==> src/rtl/core/sprc_pkg.sv <==
// ----------------------------------------------------------------------------
// sprc_pkg
// Shared types, register codes and trig tables for the sprite pixel
// rotate/flip/clip core.
// ----------------------------------------------------------------------------
package sprc_pkg;

    // Coordinate width through the rotation pipe (covers shear growth).
    localparam int CW = 14;
    // Width of the final screen-space sum.
    localparam int PW = 16;

    // Configuration register map.
    typedef enum logic [2:0] {
        REG_X_OFFSET    = 3'd0,
        REG_Y_OFFSET    = 3'd1,
        REG_FLIP_H      = 3'd2,
        REG_FLIP_V      = 3'd3,
        REG_ROTATION    = 3'd4,
        REG_WIDTH       = 3'd5,
        REG_HEIGHT      = 3'd6,
        REG_TRANSPARENT = 3'd7
    } cfg_reg_t;

    // Quarter-turn thresholds.
    localparam logic [8:0] ANG_90  = 9'd90;
    localparam logic [8:0] ANG_180 = 9'd180;
    localparam logic [8:0] ANG_270 = 9'd270;

    // Rounding bias and scale of the Q10 shear factors.
    localparam logic signed [25:0] ROUND_BIAS = 26'sd512;
    localparam int                 FRAC_BITS  = 10;

    typedef struct packed {
        logic signed [10:0] x_offset;
        logic signed [10:0] y_offset;
        logic               flip_h;
        logic               flip_v;
        logic [8:0]         rotation;
        logic [9:0]         width;
        logic [9:0]         height;
        logic [7:0]         transparent;
    } cfg_t;

    typedef struct packed {
        logic signed [CW-1:0] x;
        logic signed [CW-1:0] y;
        logic [10:0]          tan_k;
        logic [10:0]          sin_k;
        logic [7:0]           color;
    } coord_t;

    // round(1024*sin(a)), a = 0..89
    localparam logic [10:0] SIN_Q10 [90] = '{
        11'd0,    11'd18,   11'd36,   11'd54,   11'd71,   11'd89,   11'd107,  11'd125,
        11'd143,  11'd160,  11'd178,  11'd195,  11'd213,  11'd230,  11'd248,  11'd265,
        11'd282,  11'd299,  11'd316,  11'd333,  11'd350,  11'd367,  11'd384,  11'd400,
        11'd416,  11'd433,  11'd449,  11'd465,  11'd481,  11'd496,  11'd512,  11'd527,
        11'd543,  11'd558,  11'd573,  11'd587,  11'd602,  11'd616,  11'd630,  11'd644,
        11'd658,  11'd672,  11'd685,  11'd698,  11'd711,  11'd724,  11'd737,  11'd749,
        11'd761,  11'd773,  11'd784,  11'd796,  11'd807,  11'd818,  11'd828,  11'd839,
        11'd849,  11'd859,  11'd868,  11'd878,  11'd887,  11'd896,  11'd904,  11'd912,
        11'd920,  11'd928,  11'd935,  11'd943,  11'd949,  11'd956,  11'd962,  11'd968,
        11'd974,  11'd979,  11'd984,  11'd989,  11'd994,  11'd998,  11'd1002, 11'd1005,
        11'd1008, 11'd1011, 11'd1014, 11'd1016, 11'd1018, 11'd1020, 11'd1022, 11'd1023,
        11'd1023, 11'd1024
    };

    // round(1024*tan(h)), h = 0..44 (half angle)
    localparam logic [10:0] TAN_Q10 [45] = '{
        11'd0,   11'd18,  11'd36,  11'd54,  11'd72,  11'd90,  11'd108, 11'd126,
        11'd144, 11'd162, 11'd181, 11'd199, 11'd218, 11'd236, 11'd255, 11'd274,
        11'd294, 11'd313, 11'd333, 11'd353, 11'd373, 11'd393, 11'd414, 11'd435,
        11'd456, 11'd477, 11'd499, 11'd522, 11'd544, 11'd568, 11'd591, 11'd615,
        11'd640, 11'd665, 11'd691, 11'd717, 11'd744, 11'd772, 11'd800, 11'd829,
        11'd859, 11'd890, 11'd922, 11'd955, 11'd989
    };

    // (b*k + 512) / 1024, quotient truncated toward zero.
    function automatic logic signed [CW-1:0] shear_term(
        input logic signed [CW-1:0] b,
        input logic [10:0]          k
    );
        logic signed [25:0] prod;
        logic signed [25:0] biased;
        logic signed [25:0] quo;
        prod   = 26'(b) * 26'(signed'({1'b0, k}));
        biased = prod + ROUND_BIAS;
        quo    = biased >>> FRAC_BITS;
        if (biased < 0 && biased[FRAC_BITS-1:0] != '0)
        begin
            quo = quo + 26'sd1;
        end
        return quo[CW-1:0];
    endfunction

endpackage

==> src/rtl/core/sprc_if.sv <==
// ----------------------------------------------------------------------------
// sprc channel interfaces
// Valid/ready channels for sprite pixels in, framebuffer writes out, and
// register writes.
// ----------------------------------------------------------------------------
interface sprc_pix_if;
    logic       valid;
    logic       ready;
    logic [8:0] source_column;
    logic [8:0] source_row;
    logic [7:0] pixel_color;

    modport source (output valid, source_column, source_row, pixel_color, input ready);
    modport sink   (input valid, source_column, source_row, pixel_color, output ready);
endinterface

interface sprc_wr_if;
    logic       valid;
    logic       ready;
    logic [8:0] screen_column;
    logic [7:0] screen_row;
    logic [7:0] write_color;

    modport source (output valid, screen_column, screen_row, write_color, input ready);
    modport sink   (input valid, screen_column, screen_row, write_color, output ready);
endinterface

interface sprc_cfg_if;
    logic        valid;
    logic        ready;
    logic [2:0]  index;
    logic [10:0] data;

    modport source (output valid, index, data, input ready);
    modport sink   (input valid, index, data, output ready);
endinterface

==> src/rtl/core/sprc_pipe_reg.sv <==
// ----------------------------------------------------------------------------
// sprc_pipe_reg
// One valid/ready pipeline register for the rotation coordinate record.
// ----------------------------------------------------------------------------
module sprc_pipe_reg (
    input  logic            clk,
    input  logic            rst_n,
    input  logic            in_valid,
    output logic            in_ready,
    input  sprc_pkg::coord_t in_data,
    output logic            out_valid,
    input  logic            out_ready,
    output sprc_pkg::coord_t out_data
);

    logic             valid_reg;
    sprc_pkg::coord_t data_reg;

    assign in_ready  = !valid_reg || out_ready;
    assign out_valid = valid_reg;
    assign out_data  = data_reg;

    always_ff @(posedge clk or negedge rst_n)
    begin
        if (!rst_n)
        begin
            valid_reg <= 1'b0;
        end
        else if (in_ready)
        begin
            valid_reg <= in_valid;
        end
    end

    always_ff @(posedge clk)
    begin
        if (in_ready && in_valid)
        begin
            data_reg <= in_data;
        end
    end

endmodule

==> src/rtl/core/sprc_prep.sv <==
// ----------------------------------------------------------------------------
// sprc_prep
// Transparency drop, mirror, centering, quarter turn and shear factor lookup.
// ----------------------------------------------------------------------------
module sprc_prep (
    input  logic             clk,
    input  logic             rst_n,
    input  sprc_pkg::cfg_t   cfg,
    sprc_pix_if.sink         pix,
    output logic             out_valid,
    input  logic             out_ready,
    output sprc_pkg::coord_t out_data
);

    localparam int CW = sprc_pkg::CW;

    logic signed [CW-1:0] w_s, h_s, cx_s, cy_s, kw_s, kh_s;
    logic signed [CW-1:0] col_s, row_s, col_m, row_m, xc, yc, xq, yq;
    logic [8:0]           resid;
    logic                 shear_en;
    logic [6:0]           sin_idx;
    logic [5:0]           tan_idx;
    logic                 keep;
    sprc_pkg::coord_t     nxt;

    always_comb
    begin
        w_s   = signed'({{(CW-10){1'b0}}, cfg.width});
        h_s   = signed'({{(CW-10){1'b0}}, cfg.height});
        cx_s  = signed'({{(CW-9){1'b0}}, cfg.width[9:1]});
        cy_s  = signed'({{(CW-9){1'b0}}, cfg.height[9:1]});
        // w - 1 - 2*(w/2): 0 for odd sizes, -1 for even
        kw_s  = cfg.width[0]  ? '0 : '1;
        kh_s  = cfg.height[0] ? '0 : '1;
        col_s = signed'({{(CW-9){1'b0}}, pix.source_column});
        row_s = signed'({{(CW-9){1'b0}}, pix.source_row});

        col_m = cfg.flip_h ? (w_s - CW'(1) - col_s) : col_s;
        row_m = cfg.flip_v ? (h_s - CW'(1) - row_s) : row_s;
        xc    = col_m - cx_s;
        yc    = row_m - cy_s;

        priority if (cfg.rotation >= sprc_pkg::ANG_270)
        begin
            xq    = yc;
            yq    = kw_s - xc;
            resid = cfg.rotation - sprc_pkg::ANG_270;
        end
        else if (cfg.rotation >= sprc_pkg::ANG_180)
        begin
            xq    = kw_s - xc;
            yq    = kh_s - yc;
            resid = cfg.rotation - sprc_pkg::ANG_180;
        end
        else if (cfg.rotation >= sprc_pkg::ANG_90)
        begin
            xq    = kh_s - yc;
            yq    = xc;
            resid = cfg.rotation - sprc_pkg::ANG_90;
        end
        else
        begin
            xq    = xc;
            yq    = yc;
            resid = cfg.rotation;
        end

        // Zero factors make the shear stages pass the point through.
        shear_en = (resid != '0) && (resid < sprc_pkg::ANG_90);
        sin_idx  = shear_en ? resid[6:0] : '0;
        tan_idx  = shear_en ? resid[6:1] : '0;

        nxt.x     = xq;
        nxt.y     = yq;
        nxt.sin_k = shear_en ? sprc_pkg::SIN_Q10[sin_idx] : '0;
        nxt.tan_k = shear_en ? sprc_pkg::TAN_Q10[tan_idx] : '0;
        nxt.color = pix.pixel_color;

        keep = pix.valid && (pix.pixel_color != cfg.transparent);
    end

    logic             valid_reg;
    sprc_pkg::coord_t data_reg;

    assign pix.ready = !valid_reg || out_ready;
    assign out_valid = valid_reg;
    assign out_data  = data_reg;

    always_ff @(posedge clk or negedge rst_n)
    begin
        if (!rst_n)
        begin
            valid_reg <= 1'b0;
        end
        else if (pix.ready)
        begin
            valid_reg <= keep;
        end
    end

    always_ff @(posedge clk)
    begin
        if (pix.ready && keep)
        begin
            data_reg <= nxt;
        end
    end

endmodule

==> src/rtl/core/sprc_place.sv <==
// ----------------------------------------------------------------------------
// sprc_place
// Un-center, add screen offsets, clip, and hold the write in the output reg.
// ----------------------------------------------------------------------------
module sprc_place #(
    parameter int SCREEN_WIDTH  = 280,
    parameter int SCREEN_HEIGHT = 240
) (
    input  logic             clk,
    input  logic             rst_n,
    input  sprc_pkg::cfg_t   cfg,
    input  logic             in_valid,
    output logic             in_ready,
    input  sprc_pkg::coord_t in_data,
    sprc_wr_if.source        wr
);

    localparam int PW = sprc_pkg::PW;
    localparam logic signed [PW-1:0] SW_LIM = PW'(SCREEN_WIDTH);
    localparam logic signed [PW-1:0] SH_LIM = PW'(SCREEN_HEIGHT);

    logic signed [PW-1:0] sx, sy;
    logic                 on_screen;
    logic                 emit;

    always_comb
    begin
        sx = PW'(in_data.x) + signed'({{(PW-9){1'b0}}, cfg.width[9:1]})
             + PW'(cfg.x_offset);
        sy = PW'(in_data.y) + signed'({{(PW-9){1'b0}}, cfg.height[9:1]})
             + PW'(cfg.y_offset);
        on_screen = (sx >= 0) && (sx < SW_LIM) && (sy >= 0) && (sy < SH_LIM);
        emit      = in_valid && on_screen;
    end

    logic       valid_reg;
    logic [8:0] col_reg;
    logic [7:0] row_reg;
    logic [7:0] color_reg;

    assign in_ready         = !valid_reg || wr.ready;
    assign wr.valid         = valid_reg;
    assign wr.screen_column = col_reg;
    assign wr.screen_row    = row_reg;
    assign wr.write_color   = color_reg;

    always_ff @(posedge clk or negedge rst_n)
    begin
        if (!rst_n)
        begin
            valid_reg <= 1'b0;
        end
        else if (in_ready)
        begin
            valid_reg <= emit;
        end
    end

    always_ff @(posedge clk)
    begin
        if (in_ready && emit)
        begin
            col_reg   <= sx[8:0];
            row_reg   <= sy[7:0];
            color_reg <= in_data.color;
        end
    end

endmodule

==> src/rtl/core/sprite_pixel_rotate_flip_clip_core.sv <==
// ----------------------------------------------------------------------------
// sprite_pixel_rotate_flip_clip_core
// Places sprite pixels on screen: mirror, rotate about the sprite center,
// translate and clip, emitting one framebuffer write per visible pixel.
// ----------------------------------------------------------------------------
// Usage:
//   pix : one transaction per sprite pixel (column, row, palette color).
//   wr  : zero or one framebuffer write per pixel, in input order. Pixels
//         with the transparent color or landing off screen produce nothing.
//   cfg : register writes (index 0..7: x/y offset, flips, rotation, sprite
//         width/height, transparent color). cfg.ready is always high; write
//         only while the pipe is empty.
// Throughput: one pixel per clock, sustained while wr is ready. The
//   critical stage is one 14x12 multiply plus round and add (one shear).
// Pipeline: five register stages (prep, three shears, output).
// Stall: each stage holds while the next one is full and not draining;
//   pix.ready drops only when all stages are full behind a stalled wr.
// Reset: pipe empties, registers load offsets 0, no flips, rotation 0,
//   size 1x1, transparent color 255.
// ----------------------------------------------------------------------------
module sprite_pixel_rotate_flip_clip_core #(
    parameter int SCREEN_WIDTH  = 280,
    parameter int SCREEN_HEIGHT = 240
) (
    input  logic      clk,
    input  logic      rst_n,
    sprc_pix_if.sink  pix,
    sprc_wr_if.source wr,
    sprc_cfg_if.sink  cfg
);

    // ------------------------------------------------------------------
    // Configuration registers
    // ------------------------------------------------------------------
    sprc_pkg::cfg_t cfg_reg;

    assign cfg.ready = 1'b1;

    always_ff @(posedge clk or negedge rst_n)
    begin
        if (!rst_n)
        begin
            cfg_reg.x_offset    <= '0;
            cfg_reg.y_offset    <= '0;
            cfg_reg.flip_h      <= 1'b0;
            cfg_reg.flip_v      <= 1'b0;
            cfg_reg.rotation    <= '0;
            cfg_reg.width       <= 10'd1;
            cfg_reg.height      <= 10'd1;
            cfg_reg.transparent <= 8'd255;
        end
        else if (cfg.valid)
        begin
            unique case (sprc_pkg::cfg_reg_t'(cfg.index))
                sprc_pkg::REG_X_OFFSET:    cfg_reg.x_offset    <= signed'(cfg.data);
                sprc_pkg::REG_Y_OFFSET:    cfg_reg.y_offset    <= signed'(cfg.data);
                sprc_pkg::REG_FLIP_H:      cfg_reg.flip_h      <= cfg.data[0];
                sprc_pkg::REG_FLIP_V:      cfg_reg.flip_v      <= cfg.data[0];
                sprc_pkg::REG_ROTATION:    cfg_reg.rotation    <= cfg.data[8:0];
                sprc_pkg::REG_WIDTH:       cfg_reg.width       <= cfg.data[9:0];
                sprc_pkg::REG_HEIGHT:      cfg_reg.height      <= cfg.data[9:0];
                sprc_pkg::REG_TRANSPARENT: cfg_reg.transparent <= cfg.data[7:0];
            endcase
        end
    end

    // ------------------------------------------------------------------
    // Stage 1: drop transparent, mirror, center, quarter turn, table lookup
    // ------------------------------------------------------------------
    logic             p_valid, p_ready;
    sprc_pkg::coord_t p_data;

    sprc_prep u_prep (
        .clk       (clk),
        .rst_n     (rst_n),
        .cfg       (cfg_reg),
        .pix       (pix),
        .out_valid (p_valid),
        .out_ready (p_ready),
        .out_data  (p_data)
    );

    // ------------------------------------------------------------------
    // Stages 2-4: the three shears, one multiply each
    //   x -= rnd(y*T), y += rnd(x*S), x -= rnd(y*T)
    // ------------------------------------------------------------------
    logic             s1_valid, s1_ready, s2_valid, s2_ready, s3_valid, s3_ready;
    sprc_pkg::coord_t s1_in, s1_data, s2_in, s2_data, s3_in, s3_data;

    always_comb
    begin
        s1_in   = p_data;
        s1_in.x = p_data.x - sprc_pkg::shear_term(p_data.y, p_data.tan_k);
        s2_in   = s1_data;
        s2_in.y = s1_data.y + sprc_pkg::shear_term(s1_data.x, s1_data.sin_k);
        s3_in   = s2_data;
        s3_in.x = s2_data.x - sprc_pkg::shear_term(s2_data.y, s2_data.tan_k);
    end

    sprc_pipe_reg u_shear1 (
        .clk       (clk),
        .rst_n     (rst_n),
        .in_valid  (p_valid),
        .in_ready  (p_ready),
        .in_data   (s1_in),
        .out_valid (s1_valid),
        .out_ready (s1_ready),
        .out_data  (s1_data)
    );

    sprc_pipe_reg u_shear2 (
        .clk       (clk),
        .rst_n     (rst_n),
        .in_valid  (s1_valid),
        .in_ready  (s1_ready),
        .in_data   (s2_in),
        .out_valid (s2_valid),
        .out_ready (s2_ready),
        .out_data  (s2_data)
    );

    sprc_pipe_reg u_shear3 (
        .clk       (clk),
        .rst_n     (rst_n),
        .in_valid  (s2_valid),
        .in_ready  (s2_ready),
        .in_data   (s3_in),
        .out_valid (s3_valid),
        .out_ready (s3_ready),
        .out_data  (s3_data)
    );

    // ------------------------------------------------------------------
    // Stage 5: back to sprite origin, offsets, clip, output register
    // ------------------------------------------------------------------
    sprc_place #(
        .SCREEN_WIDTH  (SCREEN_WIDTH),
        .SCREEN_HEIGHT (SCREEN_HEIGHT)
    ) u_place (
        .clk      (clk),
        .rst_n    (rst_n),
        .cfg      (cfg_reg),
        .in_valid (s3_valid),
        .in_ready (s3_ready),
        .in_data  (s3_data),
        .wr       (wr)
    );

endmodule

==> src/flat_wrapper.sv <==
// flat-port wrapper written by rule: the top's interface ports become plain ports
module sprite_pixel_rotate_flip_clip_core_flat 
#(
    parameter int SCREEN_WIDTH  = 280,
    parameter int SCREEN_HEIGHT = 240
)
  (clk, rst_n, pix_valid, pix_source_column, pix_source_row, pix_pixel_color, pix_ready, wr_valid, wr_screen_column, wr_screen_row, wr_write_color, wr_ready, cfg_valid, cfg_index, cfg_data, cfg_ready);
  sprc_pix_if pix_i ();
  sprc_wr_if wr_i ();
  sprc_cfg_if cfg_i ();
  input  logic clk;
  input  logic rst_n;
  input wire logic [$bits(pix_i.valid)-1:0] pix_valid;
  input wire logic [$bits(pix_i.source_column)-1:0] pix_source_column;
  input wire logic [$bits(pix_i.source_row)-1:0] pix_source_row;
  input wire logic [$bits(pix_i.pixel_color)-1:0] pix_pixel_color;
  output wire logic [$bits(pix_i.ready)-1:0] pix_ready;
  output wire logic [$bits(wr_i.valid)-1:0] wr_valid;
  output wire logic [$bits(wr_i.screen_column)-1:0] wr_screen_column;
  output wire logic [$bits(wr_i.screen_row)-1:0] wr_screen_row;
  output wire logic [$bits(wr_i.write_color)-1:0] wr_write_color;
  input wire logic [$bits(wr_i.ready)-1:0] wr_ready;
  input wire logic [$bits(cfg_i.valid)-1:0] cfg_valid;
  input wire logic [$bits(cfg_i.index)-1:0] cfg_index;
  input wire logic [$bits(cfg_i.data)-1:0] cfg_data;
  output wire logic [$bits(cfg_i.ready)-1:0] cfg_ready;
  assign pix_i.valid = pix_valid;
  assign pix_i.source_column = pix_source_column;
  assign pix_i.source_row = pix_source_row;
  assign pix_i.pixel_color = pix_pixel_color;
  assign pix_ready = pix_i.ready;
  assign wr_valid = wr_i.valid;
  assign wr_screen_column = wr_i.screen_column;
  assign wr_screen_row = wr_i.screen_row;
  assign wr_write_color = wr_i.write_color;
  assign wr_i.ready = wr_ready;
  assign cfg_i.valid = cfg_valid;
  assign cfg_i.index = cfg_index;
  assign cfg_i.data = cfg_data;
  assign cfg_ready = cfg_i.ready;
  sprite_pixel_rotate_flip_clip_core #(.SCREEN_WIDTH(SCREEN_WIDTH), .SCREEN_HEIGHT(SCREEN_HEIGHT)) u_core (.clk(clk), .rst_n(rst_n), .pix(pix_i), .wr(wr_i), .cfg(cfg_i));
endmodule
==> config.mk <==
export PLATFORM = sky130hd
export DESIGN_NAME = sprite_pixel_rotate_flip_clip_core_flat
export DESIGN_NICKNAME = d
export VERILOG_FILES = /design/src/rtl/core/sprc_pkg.sv /design/src/rtl/core/sprc_if.sv /design/src/rtl/core/sprc_pipe_reg.sv /design/src/rtl/core/sprc_prep.sv /design/src/rtl/core/sprc_place.sv /design/src/rtl/core/sprite_pixel_rotate_flip_clip_core.sv /design/src/flat_wrapper.sv
export SDC_FILE = /design/constraint.sdc
export NUM_CORES = 2
export LEC_CHECK = 0
export BUFFER_PORTS_ARGS = -buffer_cell sky130_fd_sc_hd__buf_4
export CAP_MARGIN = 20
export CORE_MARGIN = 4
export CORE_UTILIZATION = 50
export CTS_CLUSTER_SIZE = 16
export DETAILED_ROUTE_END_ITERATION = 16
export PLACE_DENSITY = 0.66
export SLEW_MARGIN = 20
export SYNTH_ARGS = -nofsm -noshare
export SYNTH_HDL_FRONTEND = slang
export SYNTH_SLANG_ARGS = --single-unit
==> constraint.sdc <==
create_clock -name clk -period 23.7 [get_ports clk]
set_input_delay 4.74 -clock clk [delete_from_list [all_inputs] [get_ports clk]]
set_output_delay 4.74 -clock clk [all_outputs]
set_load 0.02 [all_outputs]
==> metrics.md <==
| Metric | Value |
|---|---|
| Status | complete, no violations |
| H-tree depth | 1 |
| CTS max path bufs | 3 |
| Antenna violation net count after detailed routing | 0 |
| Gp weighted congestion | 0.9326 |
| Most common cell after layout, fill and taps aside | inv_1 |
| Crit path max-delay cell type | nor2b_1 |
| Layout Nets | 4,772 |
| Die area | about 80,000 µm² |
| Syn Nets | 4,798 |
| CTS Sinks | 287 |
| Clk slew on worst S/H paths | 0.06 ns |
| Worst hold path class | flop to flop |
| Antenna violations before repair | 3 |
| Design area | 39,610 µm² |
| Hold depth | 0 |
| TritonCTS clock tree | done |
| Worst-path maximum fanout | 6 |
| Layout cells sized above 1 | 6.908% |
| Crit-path leading delay family | simple AND/OR/NAND/NOR gates |
| Proportion of synthesized area in mux cells | 2.060% |
| Syn_area_per_cell | between 9 and 10 µm² |
| Slew Limit Fails | 0 |
| First-pass DRT Iterations | 6 |
| Vias in the first global route | 28.57k |
| Root Driver | clkbuf_16 |
| Primary flip-flop cell chosen by synthesis mapping | edfxtp_1 |
| Synth Area in XOR/XNOR | 5.307% |
| Yosys cell types | between 100 and 150 |
| DRC viols | 0 |
| Ys async rst share | 23.00% |
| Via-to-Cell Ratio | roughly 5.7 |
| Placed cell area | 38,620 µm² |
| Critical path arrival | 5.96 ns |
| FF-to-FF setup slack | approximately 14 ns |
| Cell taking the most area after synthesis | fa_1 |
| Max Fclk | 93.46 MHz |
| Post-Synth Adder-Cell Area | a little over a third |
| Hold Startpoint | u_core.u_shear1.out_data[3] |
| Synth area leaders | fa_1 (23%), edfxtp_1 (18%), ha_1 (12%), inv_1 (6.5%), nand2_1 (4.4%) |
| Die Wd | 281.1 µm |
| Largest net degree at the start of global routing | 67 |
| Fin cells | a little under 5k |
| Worst setup path class | input pin to output port |
| Cells after Synth | 3,955 |
| Simple-Gate Fraction of Synth Area | 14.14% |
| Post-synthesis compound-gate area fraction | 12.55% |
| Average wire per standard cell | about 19 µm |
| First-pass GRT wire length | 154,100 µm |
| Hold buffers post-CTS | 0 |
| CP max stage delay | 0.44 ns |
| Final period utilization | 45.15% |
| Max_slew headroom | roughly a third |
| Yosys top cell area share | a little under a quarter |
| Initial Util | 50.78% |
| Setup-failing EPs final | 0 |
| Crit Reg-Reg Endpoint | u_core.u_shear3.out_data[57] |
| Worst-case reg-to-reg path depth | 31 |
| GRT overflow | 0 |
| Site row count | 99 |
| 1st-iter DRT viols | 1,748 |
| Area growth syn-to-layout | 6.185% |
| Sequential share of the synthesized area | 22.25% |
| Final wirelength | 94,010 µm |
| Max FFs per register | between 60 and 70 |
| Most frequent cells in the layout | inv_1 (644), nand2_1 (436), fa_1 (431) |
| Max cap viols | 0 |
| Setup TNS | 0 ns |
| CP Launch Type | input pin |
| # IOs | between 70 and 80 |
| Worst-Margin Slew | 1.025 ns |
| Largest family of logic cells by synthesized area | adder cells |
| Worst path buffer plus inverter count | 3 |
| CTS-repair resized insts | 0 |
| Overall via count from detail_route | 28.05k |
| RSZ-0062 raised after global routing | false |
| FF-to-FF Start | u_core.u_shear2.out_data[19] |
| Final worst path period need | roughly 11 ns |
| Synth warnings | 0 |
| Core area | 73,450 µm² |
| Critical-path cell list | buf_4 -> nor2b_1 -> nand4_1 -> inv_1 -> nand2_1 -> buf_4 |
| Cell Area, Synth | 37,300 µm² |
| Die H | 281.1 µm |
| Skew final | 0.01508 ns |
| Skew-Pair Late Insertion Delay | 0.58 ns |
| Final hold vios | 0 |
| PortBufs | 71 |
| Placed Instances | 4,857 |
| Hold EP | u_core.u_shear2.out_data[3] |
| Cts bufs inserted | 29 |
| CP most frequent cell | buf_4 |
| Number of synthesized flops with an enable pin | 221 |
| Worst Setup End Kind | output port |
| Post-DP HPWL | 74,470 µm |
| Data required, critical path | 18.96 ns |
| Synthesis-stage register bit count | 287 |
| # Post-CTS Setup Buffers | 0 |
| Total GRT Usage | 24.31% |
[layout make-up]
class,count,area (µm²)
Fill cell,6710,33850
Multi-Input combinational cell,2872,26000
Sequential cell,287,8300
Inverter,646,2425
Tap cell,959,1200
Clock buffer,39,825.8
Timing Repair Buffer,93,698.2
Clock inverter,15,156.4
Antenna cell,1,2.502
[worst max-delay path by stage]
stage / endpoint / cells past startpoint / slack, ns / start
2_1_floorplan: pix_ready / 4 / 13.59 / wr_ready
3_3_place_gp: pix_ready / 6 / 13.07 / wr_ready
3_5_place_dp: pix_ready / 6 / 13.04 / wr_ready
4_1_cts: pix_ready / 6 / 13.03 / wr_ready
5_1_grt: pix_ready / 6 / 12.87 / wr_ready
6_report: pix_ready / 6 / 13.00 / wr_ready
[synth_stat cells (all sizes together), types with 22 or more instances]
master  instances
mux2           59
nor3           68
fa            431
a211oi         44
ha            367
nor2          164
buf            24
o21ai         142
and2          176
dfrtp          56
nand4          22
xnor2         166
and3           22
edfxtp        221
xor2           57
nand2         437
o21a           33
inv           645
nand3          67
a31oi          25
clkbuf        125
a21oi         158
nor2b          25
a21o           39
[stage by stage]
stage	hold WS (ns)	setup slack, ns	util [%]
final	0.4124	13.00	53.92
after floorplan	0.4003	13.59	-
after global placement	0.4006	13.07	52.57
after CTS	0.4184	13.03	53.91
after global routing	0.4184	12.87	53.92
after detailed placement	0.4045	13.04	52.57
[cell families after synthesis]
family / after synthesis
muxes: 69
and+or+nand+nor: 1094
adders and majority gates: 798
other: 1
buffers and inverters: 796
AOI/OAI and AO/OA: 686
DFF: 287
xor gates and xnor gates: 224
[layer usage]
metal	part of all wire (%)	global-route usage (%)	vias up
li1	-	-	13190
met1	43	32.93	13800
met2	48	41.42	842
met3	5.7	2.716	216
met4	3.5	7.186	2
met5	0.0085	0	-
Power is not shown: default switching activity piles up to over one toggle a cycle in this logic, so the estimate is an artifact.
